<file path="src/design/one_wire_backlight_sender_macros.svh">
// Assertion macros of the one-wire backlight sender, used by owb_seq.
// The macros expect a signal named clk, OWB_ASSERT also one named rst.
`ifndef ONE_WIRE_BACKLIGHT_SENDER_MACROS_SVH
`define ONE_WIRE_BACKLIGHT_SENDER_MACROS_SVH

// Property checked at every rising edge, switched off while reset is high.
`define OWB_ASSERT(lbl, prop, msg) \
  lbl: assert property (@(posedge clk) disable iff (rst) (prop)) else $error(msg);

// Property checked at every rising edge, reset included.
`define OWB_ASSERT_ALWAYS(lbl, prop, msg) \
  lbl: assert property (@(posedge clk) (prop)) else $error(msg);

`endif

</file>
<file path="src/design/owb_pkg.sv">
// Package for the one-wire backlight sender: register indexes, reset values,
// the configuration struct and the sequencer states. No dependencies.
`default_nettype none

package owb_pkg;

  localparam int LEVEL_W    = 8;
  localparam int HOLD_W     = 16;
  localparam int ADDR_W     = 8;
  localparam int MAX_W      = 6;
  localparam int CFG_IDX_W  = 3;
  localparam int CFG_DATA_W = 16;
  localparam int DATA_BITS  = 5;

  // Configuration register indexes.
  typedef enum logic [CFG_IDX_W-1:0] {
    REG_DEVICE_ADDRESS   = 3'd0,
    REG_SHORT_US         = 3'd1,
    REG_LONG_US          = 3'd2,
    REG_SELECT_HIGH_US   = 3'd3,
    REG_SELECT_LOW_US    = 3'd4,
    REG_SELECT_SETTLE_US = 3'd5,
    REG_OFF_HOLD_US      = 3'd6,
    REG_MAX_LEVEL        = 3'd7
  } cfg_reg_t;

  // Values after reset.
  localparam logic [ADDR_W-1:0] RST_DEVICE_ADDRESS   = 8'h72;
  localparam logic [HOLD_W-1:0] RST_SHORT_US         = 16'd10;
  localparam logic [HOLD_W-1:0] RST_LONG_US          = 16'd180;
  localparam logic [HOLD_W-1:0] RST_SELECT_HIGH_US   = 16'd120;
  localparam logic [HOLD_W-1:0] RST_SELECT_LOW_US    = 16'd280;
  localparam logic [HOLD_W-1:0] RST_SELECT_SETTLE_US = 16'd650;
  localparam logic [HOLD_W-1:0] RST_OFF_HOLD_US      = 16'd3000;
  localparam logic [MAX_W-1:0]  RST_MAX_LEVEL        = 6'd32;

  typedef struct packed {
    logic [ADDR_W-1:0] device_address;
    logic [HOLD_W-1:0] short_us;
    logic [HOLD_W-1:0] long_us;
    logic [HOLD_W-1:0] select_high_us;
    logic [HOLD_W-1:0] select_low_us;
    logic [HOLD_W-1:0] select_settle_us;
    logic [HOLD_W-1:0] off_hold_us;
    logic [MAX_W-1:0]  max_level;
  } cfg_t;

  // Segment sequencer states.
  typedef enum logic [3:0] {
    ST_IDLE,
    ST_OFF,
    ST_SEL_HIGH,
    ST_SEL_LOW,
    ST_SEL_SETTLE,
    ST_START,
    ST_BIT_LO,
    ST_BIT_HI,
    ST_END,
    ST_RELEASE
  } state_t;

endpackage

`default_nettype wire

</file>
<file path="src/design/one_wire_backlight_sender.sv">
// Top level of the one-wire backlight sender.
// Instantiates owb_cfg_regs and owb_seq; depends on owb_pkg.
//
// Usage:
// The slave channel (s_tvalid, s_tready, s_tdata) takes one backlight level
// request per item. The master channel (m_tvalid, m_tready, m_tdata, m_tlast)
// gives the pin segments of that request, one item per segment, with m_tlast
// on the final one. The cfg channel writes one timing or address register per
// item and is always ready; write it only while no request is under way.
// The request is registered into the sequencer state; its first segment then
// passes through the output register. Throughput: one segment per cycle while
// the receiver does not stall. An off request gives one segment, a level
// request two framed bytes, or the mode-select sequence and then two bytes.
// s_tready is low while a request's segments are being produced.
// Reset loads the register defaults, marks the mode as already selected and
// empties the output register.
// When the receiver stalls, the output register holds its segment and the
// sequencer waits; nothing is lost or repeated.
`default_nettype none

module one_wire_backlight_sender
  import owb_pkg::*;
(
  input  logic                  clk,
  input  logic                  rst,
  input  logic                  s_tvalid,
  output logic                  s_tready,
  input  logic [7:0]            s_tdata,   // [7:0] level
  output logic                  m_tvalid,
  input  logic                  m_tready,
  output logic [23:0]           m_tdata,   // [0] pin_level, [16:1] hold_us, [23:17] zero
  output logic                  m_tlast,
  input  logic                  cfg_valid,
  output logic                  cfg_ready,
  input  logic [CFG_IDX_W-1:0]  cfg_index,
  input  logic [CFG_DATA_W-1:0] cfg_data
);

  cfg_t              cfg;
  logic              pin_level;
  logic [HOLD_W-1:0] hold_us;

  owb_cfg_regs u_cfg (
    .clk       (clk),
    .rst       (rst),
    .cfg_valid (cfg_valid),
    .cfg_ready (cfg_ready),
    .cfg_index (cfg_index),
    .cfg_data  (cfg_data),
    .cfg       (cfg)
  );

  owb_seq u_seq (
    .clk       (clk),
    .rst       (rst),
    .cfg       (cfg),
    .in_valid  (s_tvalid),
    .in_ready  (s_tready),
    .level     (s_tdata),
    .out_valid (m_tvalid),
    .out_ready (m_tready),
    .pin_level (pin_level),
    .hold_us   (hold_us),
    .last      (m_tlast)
  );

  // Pack the segment fields, lowest field first.
  assign m_tdata = {7'd0, hold_us, pin_level};

endmodule

`default_nettype wire

</file>
<file path="src/design/owb_cfg_regs.sv">
// Configuration register file of the one-wire backlight sender.
// Depends on owb_pkg for the register indexes, reset values and cfg_t.
`default_nettype none

module owb_cfg_regs
  import owb_pkg::*;
(
  input  logic                  clk,
  input  logic                  rst,
  input  logic                  cfg_valid,
  output logic                  cfg_ready,
  input  logic [CFG_IDX_W-1:0]  cfg_index,
  input  logic [CFG_DATA_W-1:0] cfg_data,
  output cfg_t                  cfg
);

  // Writes are always taken.
  assign cfg_ready = 1'b1;

  // Register writes, decoded by index.
  always_ff @(posedge clk) begin
    if (rst) begin
      cfg.device_address   <= RST_DEVICE_ADDRESS;
      cfg.short_us         <= RST_SHORT_US;
      cfg.long_us          <= RST_LONG_US;
      cfg.select_high_us   <= RST_SELECT_HIGH_US;
      cfg.select_low_us    <= RST_SELECT_LOW_US;
      cfg.select_settle_us <= RST_SELECT_SETTLE_US;
      cfg.off_hold_us      <= RST_OFF_HOLD_US;
      cfg.max_level        <= RST_MAX_LEVEL;
    end else if (cfg_valid) begin
      unique case (cfg_reg_t'(cfg_index))
        REG_DEVICE_ADDRESS:   cfg.device_address   <= cfg_data[ADDR_W-1:0];
        REG_SHORT_US:         cfg.short_us         <= cfg_data;
        REG_LONG_US:          cfg.long_us          <= cfg_data;
        REG_SELECT_HIGH_US:   cfg.select_high_us   <= cfg_data;
        REG_SELECT_LOW_US:    cfg.select_low_us    <= cfg_data;
        REG_SELECT_SETTLE_US: cfg.select_settle_us <= cfg_data;
        REG_OFF_HOLD_US:      cfg.off_hold_us      <= cfg_data;
        REG_MAX_LEVEL:        cfg.max_level        <= cfg_data[MAX_W-1:0];
        default: ;
      endcase
    end
  end

endmodule

`default_nettype wire

</file>
<file path="src/design/owb_seq.sv">
// Segment sequencer: saturates the level, shifts each byte out one bit at a
// time and loads one pin segment per cycle into the output register while
// the receiver does not stall. Depends on owb_pkg and the macros header.
`default_nettype none
`include "one_wire_backlight_sender_macros.svh"

module owb_seq
  import owb_pkg::*;
(
  input  logic               clk,
  input  logic               rst,
  input  cfg_t               cfg,
  input  logic               in_valid,
  output logic               in_ready,
  input  logic [LEVEL_W-1:0] level,
  output logic               out_valid,
  input  logic               out_ready,
  output logic               pin_level,
  output logic [HOLD_W-1:0]  hold_us,
  output logic               last
);

  state_t                 state, state_next;
  logic                   mode_sel;
  logic [2:0]             bit_cnt;
  logic [ADDR_W-1:0]      shift;
  logic [DATA_BITS-1:0]   data_byte;
  logic                   second;
  logic [LEVEL_W-1:0]     lvl_sat;
  logic                   accept;
  logic                   adv;
  logic                   seg_pin;
  logic [HOLD_W-1:0]      seg_hold;
  logic                   seg_last;
  logic                   cur_bit;

  assign in_ready = (state == ST_IDLE);
  assign accept   = in_valid && in_ready;
  assign adv      = !out_valid || out_ready;
  assign cur_bit  = shift[ADDR_W-1];

  // Saturate the request to max_level.
  assign lvl_sat = (level > {2'b00, cfg.max_level}) ? {2'b00, cfg.max_level} : level;

  // Next state and the segment that the current state emits.
  always_comb begin
    state_next = state;
    seg_pin    = 1'b0;
    seg_hold   = '0;
    seg_last   = 1'b0;
    unique case (state)
      ST_IDLE: begin
        if (accept) begin
          if (lvl_sat == '0)  state_next = ST_OFF;
          else if (!mode_sel) state_next = ST_SEL_HIGH;
          else                state_next = ST_START;
        end
      end
      ST_OFF: begin
        seg_pin  = 1'b0;
        seg_hold = cfg.off_hold_us;
        seg_last = 1'b1;
        if (adv) state_next = ST_IDLE;
      end
      ST_SEL_HIGH: begin
        seg_pin  = 1'b1;
        seg_hold = cfg.select_high_us;
        if (adv) state_next = ST_SEL_LOW;
      end
      ST_SEL_LOW: begin
        seg_pin  = 1'b0;
        seg_hold = cfg.select_low_us;
        if (adv) state_next = ST_SEL_SETTLE;
      end
      ST_SEL_SETTLE: begin
        seg_pin  = 1'b1;
        seg_hold = cfg.select_settle_us;
        if (adv) state_next = ST_START;
      end
      ST_START: begin
        seg_pin  = 1'b1;
        seg_hold = cfg.short_us;
        if (adv) state_next = ST_BIT_LO;
      end
      ST_BIT_LO: begin
        seg_pin  = 1'b0;
        seg_hold = cur_bit ? cfg.short_us : cfg.long_us;
        if (adv) state_next = ST_BIT_HI;
      end
      ST_BIT_HI: begin
        seg_pin  = 1'b1;
        seg_hold = cur_bit ? cfg.long_us : cfg.short_us;
        if (adv) state_next = (bit_cnt == 3'd7) ? ST_END : ST_BIT_LO;
      end
      ST_END: begin
        seg_pin  = 1'b0;
        seg_hold = cfg.short_us;
        if (adv) state_next = ST_RELEASE;
      end
      ST_RELEASE: begin
        seg_pin  = 1'b1;
        seg_hold = '0;
        seg_last = second;
        if (adv) state_next = second ? ST_IDLE : ST_START;
      end
      default: state_next = ST_IDLE;
    endcase
  end

  // State register and mode flag.
  always_ff @(posedge clk) begin
    if (rst) begin
      state    <= ST_IDLE;
      mode_sel <= 1'b1;
    end else begin
      state <= state_next;
      if (accept) mode_sel <= (lvl_sat != '0);
    end
  end

  // Bit shifter: address byte first, then the data byte.
  always_ff @(posedge clk) begin
    if (rst) begin
      bit_cnt <= '0;
      second  <= 1'b0;
    end else if (accept) begin
      bit_cnt   <= '0;
      second    <= 1'b0;
      shift     <= cfg.device_address;
      data_byte <= DATA_BITS'(lvl_sat - 8'd1);
    end else if (adv) begin
      if (state == ST_BIT_HI) begin
        bit_cnt <= bit_cnt + 3'd1;
        shift   <= {shift[ADDR_W-2:0], 1'b0};
      end else if (state == ST_RELEASE && !second) begin
        second <= 1'b1;
        shift  <= {{(ADDR_W-DATA_BITS){1'b0}}, data_byte};
      end
    end
  end

  // Output register: parts the sequencer from the receiver.
  always_ff @(posedge clk) begin
    if (rst) begin
      out_valid <= 1'b0;
    end else if (adv) begin
      out_valid <= (state != ST_IDLE);
    end
  end

  always_ff @(posedge clk) begin
    if (adv && state != ST_IDLE) begin
      pin_level <= seg_pin;
      hold_us   <= seg_hold;
      last      <= seg_last;
    end
  end

  `OWB_ASSERT(a_last_ends_run, (adv && state != ST_IDLE && seg_last) |=> state == ST_IDLE, "last segment did not return to idle")
  `OWB_ASSERT(a_off_path, (accept && lvl_sat == '0) |=> state == ST_OFF, "zero level did not take the off path")
  `OWB_ASSERT(a_bit_step, (adv && state == ST_BIT_HI && bit_cnt != 3'd7) |=> bit_cnt == 3'($past(bit_cnt) + 3'd1), "bit counter did not step")
  `OWB_ASSERT(a_mode_before_byte, (state == ST_START) |-> mode_sel, "byte framing started without mode selected")

endmodule

`default_nettype wire

</file>
<file path="config.mk">
export PLATFORM = sky130hd
export DESIGN_NAME = one_wire_backlight_sender
export DESIGN_NICKNAME = d
export VERILOG_FILES = /design/src/design/owb_pkg.sv /design/src/design/one_wire_backlight_sender.sv /design/src/design/owb_cfg_regs.sv /design/src/design/owb_seq.sv
export VERILOG_INCLUDE_DIRS = /design/src /design/src/design
export SDC_FILE = /design/constraint.sdc
export NUM_CORES = 1
export LEC_CHECK = 0
export BUFFER_PORTS_ARGS = -buffer_cell sky130_fd_sc_hd__buf_4
export CAP_MARGIN = 20
export CELL_PAD_IN_SITES_DETAIL_PLACEMENT = 2
export CELL_PAD_IN_SITES_GLOBAL_PLACEMENT = 2
export CORE_AREA = 4 4 136 138
export DETAILED_ROUTE_END_ITERATION = 7
export DIE_AREA = 0 0 140 142
export PLACE_DENSITY = 0.95
export SYNTH_ARGS = -nofsm -noshare
export SYNTH_HDL_FRONTEND = slang
export SYNTH_SLANG_ARGS = --single-unit
</file>
<file path="constraint.sdc">
create_clock -name clk -period 5.8 [get_ports clk]
set_input_delay 0.87 -clock clk [delete_from_list [all_inputs] [get_ports clk]]
set_output_delay 0.87 -clock clk [all_outputs]
set_load 0.01 [all_outputs]
</file>
==> results of run 1 <==
-- through the flow --
| stage | total power, mW | utilization | hold slack, ps |
|---|---|---|---|
| after floorplan | 1.68 | - | 436 |
| after global placement | 1.92 | 0.418 | 442 |
| after detailed placement | 1.98 | 0.418 | 454 |
| after CTS | 3.05 | 0.450 | 465 |
| after global routing | 3.16 | 0.450 | 492 |
| final | 3.06 | 0.450 | 465 |
-- layout make-up --
cell class | count | area [sq um] | area share
tap | 225 | 282 | 0.0365
sequential | 151 | 3330 | 0.432
multi-input combinational | 568 | 3040 | 0.394
inverter | 10 | 37.5 | 0.00486
clock buffer | 19 | 454 | 0.0588
clock inverter | 13 | 95.1 | 0.0123
timing repair buffer | 64 | 480 | 0.0622
-- state kept, by name, indices dropped and copies added, names as in the netlist --
register / count
u_cfg.cfg: 110
u_seq.hold_us: 16
u_seq.shift: 8
u_seq.data_byte: 5
u_seq.state: 4
u_seq.bit_cnt: 3
u_seq.last: 1
u_seq.mode_sel: 1
u_seq.out_valid: 1
u_seq.pin_level: 1
u_seq.second: 1
-- tightest hold or removal path, cell delays in order (launching register included) --
cell and delay (ps):
dfxtp_1 310, nand2_1 60, a21oi_1 50
-- power groups by stage --
stage	combinational [mW]	sequential, mW	clock (mW)
final	0.715	1.29	1.06
after global routing	0.754	1.30	1.10
after CTS	0.702	1.29	1.06
after detailed placement	0.671	1.30	0
after global placement	0.633	1.29	0
after floorplan	0.373	1.30	0
-- synthesized netlist by cell type (2+ instances only) --
cell type	number
mux2i_1	8
nor2_1	32
nand3_1	9
ha_1	9
and3_1	4
buf_4	14
a32oi_1	3
inv_1	10
dfxtp_1	120
a221o_1	16
xor2_1	2
nor3b_1	2
o21ai_0	4
a22o_1	3
a22oi_1	34
conb_1	2
nand2_1	243
a211o_1	4
or2_0	2
or3_1	2
buf_2	16
a21oi_1	92
a31oi_1	5
nand2b_1	7
o22ai_1	3
edfxtp_1	31
nand4_1	3
nand3b_1	26
clkbuf_1	28
xnor2_1	6
nor2b_1	11
nor3_1	13
-- final timing paths --
| kind | end | start | cells past startpoint | slack [ps] |
|---|---|---|---|---|
| hold reg to reg | u_cfg.cfg[43]$_SDFFE_PP0P_ | u_cfg.cfg[43]$_SDFFE_PP0P_ | 2 | 470 |
| hold / removal | u_cfg.cfg[43]$_SDFFE_PP0P_ | u_cfg.cfg[43]$_SDFFE_PP0P_ | 2 | 470 |
| setup reg to reg | u_seq.state[0]$_SDFFE_PP0P_ | u_cfg.cfg[5]$_SDFFE_PP1P_ | 12 | 1760 |
| setup / recovery | u_seq.state[0]$_SDFFE_PP0P_ | s_tdata[5] | 12 | 1610 |
-- routing by layer --
layer	global-route usage	vias up	share of wire
li1	-	2748	-
met1	0.308	3276	0.39
met4	0.151	0	0.045
met2	0.503	234	0.52
met3	0.0581	93	0.045
met5	0	-	0
-- cells by family after synthesis --
group           count (synthesis)
mux                             9
xor+xnor                        8
simple gates                  362
compound gates                172
buf+inv                        69
flops                         151
other cells                     2
fa+ha+maj                       9
==> run metrics, run 1 <==
status=finished clean; Port Buf Inserts=slightly above 50; mux cell area share after synthesis=0.0137; sequential share of power=0.421; largest net degree at the start of global routing=86; largest cells by area after synthesis=dfxtp_1 36%, edfxtp_1 14%, nand2_1 14%, a21oi_1 6.9%, a22oi_1 3.8%; Buffers & Inverters on Critical Path=2; clk_skew=slightly above 10 ps; Skew-Pair Late Insertion Delay=440 ps; root buf cell=clkbuf_16; Post-Layout Cell Count=approximately 1100; design area=7720 sq um; Final Hold Fails=0; post_cts resized=0; cells after synthesis=782; Main synth FF type=dfxtp_1; cell chain of the critical path=buf_4, ha_1, a21oi_1, nor3b_1, inv_1, o22ai_2, mux2i_1, ha_1, nor3b_1, nand3b_1, a32oi_1, o2111a_1; Worst path top cell family by delay=compound AO/OA/AOI/OAI gates; Max Slew Vio Count=0; Clk pin slew, worst setup/hold paths=~70 ps; Post-synth ARST share=0; leakage dissipation=2.89 nW; CP Class=in2reg; Hold WC Path Type=reg2reg; Compound-Gate Fraction of Synth Area=0.166; Area Growth Syn to Fin=15.9%; # fillers=1893; Post-Synth XOR/XNOR Area=0.0105; Ys Warns=0; GP Congestion=between 0.7 and 0.8; most frequent cells in the layout=243 x nand2_1, 120 x dfxtp_1, 92 x a21oi_1; DP Worst Slack=between 1000 and 1500 ps; Antenna Nets Post-Route=0; vias per inst=between 6 and 7; library cells used by synthesis=50; Synth Area per Inst=about 8.5 sq um; H-tree depth=4; #FFs+latches synth=151; clk sinks=around 150; measured slew at the worst slew-check pin=1050 ps; Final WS setup=1610 ps; DRC Markers=0; die height=about 140 um; largest area contributor in the netlist=dfxtp_1; CTS tree=yes; CTS Hold Buffers Added=0; Post-DP HPWL=~17 mm; dpl cells=slightly above 1000; first-pass GRT wire length=42.3 mm; slowest CP cell=a32oi_1; crit path time final=around 4200 ps; final worst path period share=0.723; critical path peak fanout=8; Sw Pwr=1.02 mW; Post-synth EDFFs=31; I/O Pins=60; RSZ-0062 raised after global routing=false; Initial Utilization=0.388; Clk pwr share=0.346; pwr/cell area=396 nW/um^2; Max-cap violations=0; initial antenna violation count=0; All-Layer GR Usage=0.279; initial drt markers=between 500 and 600; Synth top area share=0.360; Worst EP arrival=roughly 4600 ps; final setup TNS=0 ps; vias in the first global route=around 7000; CP startpoint kind=primary input; Post-Synthesis Cell Area=approximately 6700 sq um; share of cells above drive strength 1=0.126; drt total wl=roughly 27 mm; DR WL/cell=approximately 26 um; largest family of logic cells by synthesized area=simple AND/OR/NAND/NOR gates; Seq/Total Area, Yosys=0.500; Critical Path RT=between 6000 and 7000 ps; Crit path largest cell delay=approximately 530 ps; grt total ovfl=0; Post-Synth Simple-Gate Area=0.242; Clock Path Buffers=2; Peak VDD IR=215 uV; Worst setup EP type=flip-flop; Synth Area in Adders=0.0169; commonest non-fill, non-tap cell in the layout=nand2_1; Ant. Diodes=0; CTS Buf Count=17; DR vias=approximately 6400; Core Area=17200 sq um; Placed Area=7170 sq um; Max Clock Freq=about 240 MHz; Slew headroom=0.298; endpoints failing setup=0; die width=approximately 140 um; Cell Int Power=around 2.0 mW; First-pass DRT Iterations=5; die area=between 15000 and 20000 sq um; row cnt=48; Post-CTS Setup Repair Bufs=0; Total Nets Final=between 800 and 900; combinational share of power=0.234; switch share=0.334
Power figures use the tool's default switching activity.
==> run 2, diff against run 1 <==
Settings changed: CORE_AREA 4 4 136 138 to 4 4 142 144, DIE_AREA 0 0 140 142 to 0 0 146 148, PLACE_DENSITY 0.95 to 0.88.
Clock period 5.8 ns to 4 ns, I/O delays scaled along.
==> run 2 against run 1 <==
Final cell count increased by 1.0%. Sequential share of layout area decreased by 0.26 points. Hold slack lost 12 ps. Highest routed layer unchanged.
==> run metrics, run 2 (synthesis gave the netlist of run 1 again) <==
status=finished clean (unchanged); post_cts resized=0 (unchanged); grt total ovfl=0 (unchanged); H-tree depth=4 (unchanged); initial antenna violation count=0 (unchanged); Critical Path RT=4380 ps (was 6180 ps); share of cells above drive strength 1=0.127 (was 0.126); All-Layer GR Usage=0.238 (was 0.279); Clock Path Buffers=2 (unchanged); Slew headroom=0.355 (was 0.298); die height=148 um (was 142 um); Skew-Pair Late Insertion Delay=440 ps (about the same); final setup TNS=0 ps (unchanged); initial drt markers=433 (was 517); wire length on met3=1.19 mm (was 1.23 mm); Core Area=18700 sq um (was 17200 sq um); met1 wire length=10.5 mm (was 10.7 mm); DP Worst Slack=232 ps (was 1270 ps); Max-cap violations=0 (unchanged); Worst EP arrival=3960 ps (was 4570 ps); Post-CTS Setup Repair Bufs=0 (unchanged); largest net degree at the start of global routing=65 (was 86); crit path time final=3580 ps; CP Class=reg2reg (was in2reg); vias in the first global route=6803 (was 7159); vias per inst=5.70 (was 6.05); DR vias=6044 (was 6351); Max Slew Vio Count=0 (unchanged); most frequent cells in the layout=243 x nand2_1, 120 x dfxtp_1, 92 x a21oi_1 (unchanged); Clk pin slew, worst setup/hold paths=70 ps (about the same); root buf cell=clkbuf_16 (unchanged); critical path peak fanout=8 (unchanged); DRC Markers=0 (unchanged); Max Clock Freq=between 200 and 300 MHz; Hold WS=453 ps (was 465 ps); measured slew at the worst slew-check pin=964 ps (was 1050 ps); Peak VDD IR=309 uV (was 215 uV); First-pass DRT Iterations=5 (unchanged); Port Buf Inserts=51 (unchanged); row cnt=50 (was 48); final worst path period share=0.895; CTS Buf Count=17 (unchanged); Hold WC Path Type=in2reg (was reg2reg); I/O Pins=60 (unchanged); DR WL/cell=24.2 um (was 26.2 um); drt total wl=25.6 mm (was 27.5 mm); biggest regs=u_cfg.cfg (110), u_seq.hold_us (16), u_seq.shift (8) (unchanged); Antenna Nets Post-Route=0 (unchanged); leakage dissipation=2.90 nW (was 2.89 nW); clk_skew=15.3 ps (was 10.2 ps); commonest non-fill, non-tap cell in the layout=nand2_1 (unchanged); CP startpoint kind=flip-flop (was primary input); first-pass GRT wire length=40.0 mm (was 42.3 mm); Initial Utilization=0.356 (was 0.388); GP Congestion=0.765 (was 0.779); CTS tree=yes (unchanged); Final Hold Fails=0 (unchanged); pwr/cell area=578 nW/um^2 (was 396 nW/um^2); endpoints failing setup=0 (unchanged); cell chain of the critical path=inv_1, ha_1, a21oi_1, nor3b_1, inv_1, o22ai_2, mux2i_1, ha_1, nor3b_1, a22oi_1, a32oi_1, buf_4, o2111a_1 (was buf_4, ha_1, a21oi_1, nor3b_1, inv_1, o22ai_2, mux2i_1, ha_1, nor3b_1, nand3b_1, a32oi_1, o2111a_1); Crit path largest cell delay=420 ps (was 530 ps); max FFs per register=110 (unchanged); Ant. Diodes=0 (unchanged); Area Growth Syn to Fin=16.6% (was 15.9%); register name with the most flops=u_cfg.cfg (unchanged); clk sinks=151 (unchanged); slowest CP cell=nor3b_1 (was a32oi_1); Final WS setup=422 ps (was 1610 ps); Top Metal Used=met4 (unchanged); Total Nets Final=855 (was 853); die area=21600 sq um (was 19900 sq um); die width=146 um (was 140 um); RSZ-0062 raised after global routing=false (unchanged); Worst path top cell family by delay=compound AO/OA/AOI/OAI gates (unchanged); Worst setup EP type=flip-flop (unchanged); Post-DP HPWL=14.4 mm (was 16.6 mm); DR WL met2=13.3 mm (was 14.3 mm); Buffers & Inverters on Critical Path=3 (was 2); CTS Hold Buffers Added=0 (unchanged)
run 2: cell count changes in the layout (fill, tap and decap cells not counted), sizes merged:
cell,before,now
bufinv,0,1
inv,13,14
clkinvlp,2,4
clkbuf,19,20
clkinv,8,3
buf,64,66
run 2: worst register-to-register path: cells and delay by family (launching register included):
family | cells | cell delay [ps]
AOI/OAI and AO/OA | 5 | 1140
adders and majority gates | 2 | 540
buffers and inverters | 3 | 360
DFF | 1 | 340
muxes | 1 | 350
and+or+nand+nor | 2 | 800
run 2: metal layers:
metal / global-route usage / up-vias
met5: 0 / -
met4: 0.0941 / 0
met3: 0.0402 / 51
met2: 0.433 / 178
met1: 0.279 / 3060
li1: - / 2755
run 2: layout make-up:
class | instances | area (sq um)
timing repair buffer | 66 | 495
fill | 2048 | 10900
inverter | 10 | 37.5
multi-input combinational | 568 | 3040
sequential | 151 | 3330
tap | 234 | 293
clock inverter | 12 | 116
clock buffer | 20 | 457
run 2: per-stage QoR:
stage                      util  power [mW]  cell area [sq um]  std cells
after floorplan               -        2.43               6690        788
after global placement    0.385        2.80               7200       1029
after detailed placement  0.385        2.84               7200       1029
after CTS                 0.415        4.50               7770       1061
after global routing      0.415        4.66               7770       1061
final                     0.415        4.49               7770       1061
run 2: path summary, 6_finish.rpt:
path	from	end	slack, ps	cells past startpoint
worst max-delay path	u_cfg.cfg[5]$_SDFFE_PP1P_	u_seq.state[0]$_SDFFE_PP0P_	420	13
worst min-delay path	cfg_data[11]	u_cfg.cfg[81]$_SDFFE_PP0P_	450	3
worst max register to register	u_cfg.cfg[5]$_SDFFE_PP1P_	u_seq.state[0]$_SDFFE_PP0P_	420	13
worst min register to register	u_cfg.cfg[39]$_SDFFE_PP0P_	u_cfg.cfg[39]$_SDFFE_PP0P_	460	2
run 2: power breakdown:
part / total (mW) / switching (mW) / internal [mW]
clock network: 1.63 / 0.729 / 0.897
registers: 1.86 / 0.0922 / 1.76
logic: 1.01 / 0.653 / 0.358
